File: config.mk
export PLATFORM = sky130hd
export DESIGN_NAME = parj_cell
export DESIGN_NICKNAME = d
export VERILOG_FILES = /design/src/rtl/parj_pkg.sv /design/src/rtl/parj_cell.sv
export SDC_FILE = /design/constraint.sdc
export NUM_CORES = 1
export LEC_CHECK = 0
export BUFFER_PORTS_ARGS = -buffer_cell sky130_fd_sc_hd__buf_2
export CAP_MARGIN = 20
export CORE_MARGIN = 1.5
export CORE_UTILIZATION = 43
export DETAILED_ROUTE_END_ITERATION = 8
export GPL_ROUTABILITY_DRIVEN = 0
export PLACE_DENSITY = 0.82
export SYNTH_ARGS = -nofsm -noshare
export SYNTH_HDL_FRONTEND = slang
export SYNTH_SLANG_ARGS = --single-unit
File: constraint.sdc
create_clock -name clk -period 0.8 [get_ports clk]
set_input_delay 0.04 -clock clk [delete_from_list [all_inputs] [get_ports clk]]
set_output_delay 0.04 -clock clk [all_outputs]
set_load 0.01 [all_outputs]
File: src/rtl/parj_pkg.sv
`default_nettype none

package parj_pkg;

    localparam logic [30:0] HALF_PI_Q30 = 31'd1686629713;
    localparam logic [31:0] Q30_ONE     = 32'd1073741824;

    typedef struct packed {
        logic        kind;
        logic [23:0] limb_length;
        logic [3:0]  joint_index;
        logic [15:0] turn_angle;
    } cmd_t;

    typedef struct packed {
        logic [3:0]         limb_number;
        logic signed [31:0] tail_x;
        logic signed [31:0] tail_y;
        logic signed [31:0] head_x;
        logic signed [31:0] head_y;
        logic               failed;
        logic               last;
    } res_t;

    typedef struct packed {
        logic signed [31:0] x;
        logic signed [31:0] y;
    } head_t;

    // Cosine and sine in Q2.14, quadrant already applied.
    typedef struct packed {
        logic signed [15:0] c;
        logic signed [15:0] s;
    } trig_t;

endpackage

`default_nettype wire

File: src/rtl/parj_cell.sv
`default_nettype none

module parj_cell (
    input  wire              clk,
    input  wire              shift_en,
    input  parj_pkg::head_t  din,
    output parj_pkg::head_t  dout
);
    import parj_pkg::*;

    head_t head_reg;

    always_ff @(posedge clk)
    begin
        if (shift_en)
        begin
            head_reg <= din;
        end
    end

    assign dout = head_reg;

endmodule

`default_nettype wire

---- After elaboration in Yosys (flattened, before gate mapping) ----
Cells that the tools add are included.
word-level totals
  memories kept ........................... 0
  ROM bits ................................ 0
  register bits after elaboration ......... 64
  memory bits (writable) .................. 0
  bits of input ports ..................... 66
  latch bits .............................. 0
operators by class
  multiply operators ...................... 0
  add/subtract/negate cells ............... 0
  div/mod/pow operators ................... 0
  mux-type cells .......................... 0
  equal/unequal tests ..................... 0
  reduce and logical (&&, ||, !) cells .... 0
  magnitude comparators ................... 0
  bitwise gates (word level) .............. 0
  shift operators ......................... 0

---- Longest topological paths before layout ----
  depth in word-level cells ............... 0
  mapped depth ............................ 0

---- Worst setup path before layout ----
Ideal clock, no wire load.
  path kind ............................... flip-flop to output port
  start ................................... register head_reg (netlist bit dout[0])
  end ..................................... output port dout[0] (netlist name)
  stages on the path, launching flop included .. 1
  buffers on the path ..................... 0
  data arrival time ....................... 0.394 ns
  path slack .............................. 0.366 ns
  cells stage by stage .................... edfxtp_1
RTL lines
  element                   line             source
  start: declaration        parj_cell.sv:11  head_t head_reg;
  start signal: assignment  parj_cell.sv:17  head_reg <= din;
  end: declaration          parj_cell.sv:7   output parj_pkg::head_t dout
No word-level cell between the ends.

---- Worst setup path in the final report ----
  start ................................... register head_reg (netlist bit dout[35])
  end ..................................... output port dout[35] (netlist name)
No word-level cell between the ends.

==> flow_metrics.py <==
metrics = {
    "clock_tree": {
        "cts_sinks": 64,
        "clk_pin_slew_ns": 0.07,
        "cts-root-to-sink-buffers": 2,
        "cts_setup_buffers": 0,
        "cts_tree": "yes",
        "h-tree-depth": 3,
        "ctsRootBufferMaster": "clkbuf_8",
        "cts_buffers": 9,
    },
    "setup_path": {
        "crit_family": "flip-flops",
        "cp_max_fo": 1,
        "start_kind": "flip-flop",
        "critical_path_required_ns": 0.76,
        "critPathArrivalTime_ns": 0.90,
        "max_stage_delay_ns": 0.41,
        "worstSetupPathType": "reg -> out",
        "crit_buf_inv": 1,
        "path_cells": "buf_2",
        "cp_slowest_cell": "edfxtp_1",
        "cp-end-kind": "output port",
    },
    "finish": {
        "diodes": 0,
        "final_nets": 336,
        "utilization": 0.8090,
        "layout-drive-gt1-share": 0.5200,
        "multiInputGateArea_um2": 0,
        "multi_input_cells": 0,
        "area_growth_pct": 82.03,
        "largest_reg_flops": 64,
        "fillers": 239,
    },
    "global_routing": {
        "grt-ovfl-total": 0,
        "grt_pass1_vias": 1571,
        "grt_max_degree": 34,
        "grtUsageTotal": 0.2196,
        "grt_pass1_wl_mm": 7.603,
        "antenna_found_initial": 0,
    },
    "detailed_routing": {
        "route.detailed.drc": 0,
        "post_drt_wl_per_cell_um": 15.91,
        "wl_mm": 5.204,
        "drt_first_pass_iters": 5,
        "first_iter_violations": 91,
        "vias": 1436,
        "ant_nets": 0,
        "routed_via_density": 4.391,
    },
    "timing": {
        "fin_crit_sh": 1.169,
        "report.final.slew_viol_count": 0,
        "relSlewSlack": 0.8818,
        "setup_viol": 64,
        "fin_ws_ns": -0.1353,
        "grt_setup_unrepaired": "yes",
        "fin_crit_ns": 0.9353,
        "hold_viol_final": 0,
        "fin_tns_setup_ns": -4.583,
        "holdWs_ns": 0.2063,
        "fmax_ghz": 1.069,
        "tightestPinTransition_ns": 0.1773,
    },
    "pwr": {
        "p_leak_uw": 0.001514,
        "power.total_uw": 7511,
        "ir_worst_vdd_v": 0.001587,
        "p_per_area_nw_per_um2": 2147,
    },
    "floorplanning": {
        "die_area_um2": 4880,
        "ios": 130,
        "num_rows": 24,
        "dieHeight_um": 69.86,
        "start_util": 0.4444,
        "coreArea_um2": 4324,
        "die_w_um": 69.86,
    },
    "synth": {
        "synth_nets": 130,
        "synth-seq-cells": 64,
        "yosys_warnings": 0,
        "syn_inst": 64,
        "yosysUniqueCellTypes": 1,
        "ys_seq_area_frac": 1.000,
        "syn_area_um2": 1922,
        "synth_area_per_cell_um2": 30.03,
    },
    "outcome": {
        "outcome": "finished with violations",
        "violations": "setup timing",
    },
    "min_path": {
        "hp-class": "in -> reg",
        "hold_path_depth": 2,
        "hold_path_end": "dout[30]$_DFFE_PP_",
        "hp-start": "shift_en",
    },
    "job": {
        "maxCapViolations": 0,
    },
    "placement": {
        "port_buffers": 129,
    },
}
timing repair:
action,4_1_cts,5_1_grt
gates resized for setup,0,1
endpoints found under the hold margin,64,0
hold buffers,64,0
setup endpoints to repair,64,64
gates cloned,0,0
how the worst max path moves through the flow:
| stage | startpoint | to | slack (ns) | cells after the start |
|---|---|---|---|---|
| 3_5_place_dp | shift_en | dout[11]$_DFFE_PP_ | 0.09 | 2 |
| 6_report | dout[35]$_DFFE_PP_ | dout[35] | -0.14 | 1 |
| 5_1_grt | dout[35]$_DFFE_PP_ | dout[35] | -0.17 | 1 |
| 3_3_place_gp | shift_en | dout[48]$_DFFE_PP_ | 0.1 | 2 |
| 4_1_cts | dout[57]$_DFFE_PP_ | dout[57] | -0.12 | 1 |
| 2_1_floorplan | dout[0]$_DFFE_PP_ | dout[0] | 0.37 | 0 |
power by group:
group	switching (uW)	internal (uW)
sequential	70.5	3980
combinational	396	503
clock	1150	1410
placed cells by master (no fill, tap or decap):
master / count
clkbuf_1: 2
clkinv_1: 2
clkinv_2: 2
bufinv_16: 1
clkbuf_8: 9
buf_2: 128
buf_12: 2
edfxtp_1: 64
buf_6: 1
dlygate4sd3_1: 64
cells by family after synthesis:
kind of cell / Yosys count / synth area share
flip-flops: 64 / 1.000
synth_stat cells:
cell type | n | area, um^2
edfxtp_1 | 64 | 1922
final cells by class:
class / instances / area, um^2 / share of cell area
Sequential cell: 64 / 1922 / 0.5494
Tap cell: 52 / 65.06 / 0.01860
Clock inverter: 5 / 47.55 / 0.01359
Clock buffer: 11 / 131.4 / 0.03755
Timing Repair Buffer: 195 / 1333 / 0.3809
per-layer routing:
layer / global-route usage / part of all wire / up-vias
li1: - / - / 672
met1: 0.2096 / 0.33 / 676
met2: 0.4106 / 0.57 / 76
met3: 0.07071 / 0.076 / 12
met4: 0.1175 / 0.024 / 0
met5: 0 / 0 / -
per-stage QoR:
step / std cells / setup WS, ns / area, um^2
floorplan: 64 / 0.3662 / 1922
global placement: 247 / 0.09508 / 2673
detailed placement: 247 / 0.08787 / 2673
finish: 327 / -0.1353 / 3498
CTS: 327 / -0.1231 / 3492
global route: 327 / -0.1658 / 3498
No activity file was read; power rests on OpenSTA's default activity.
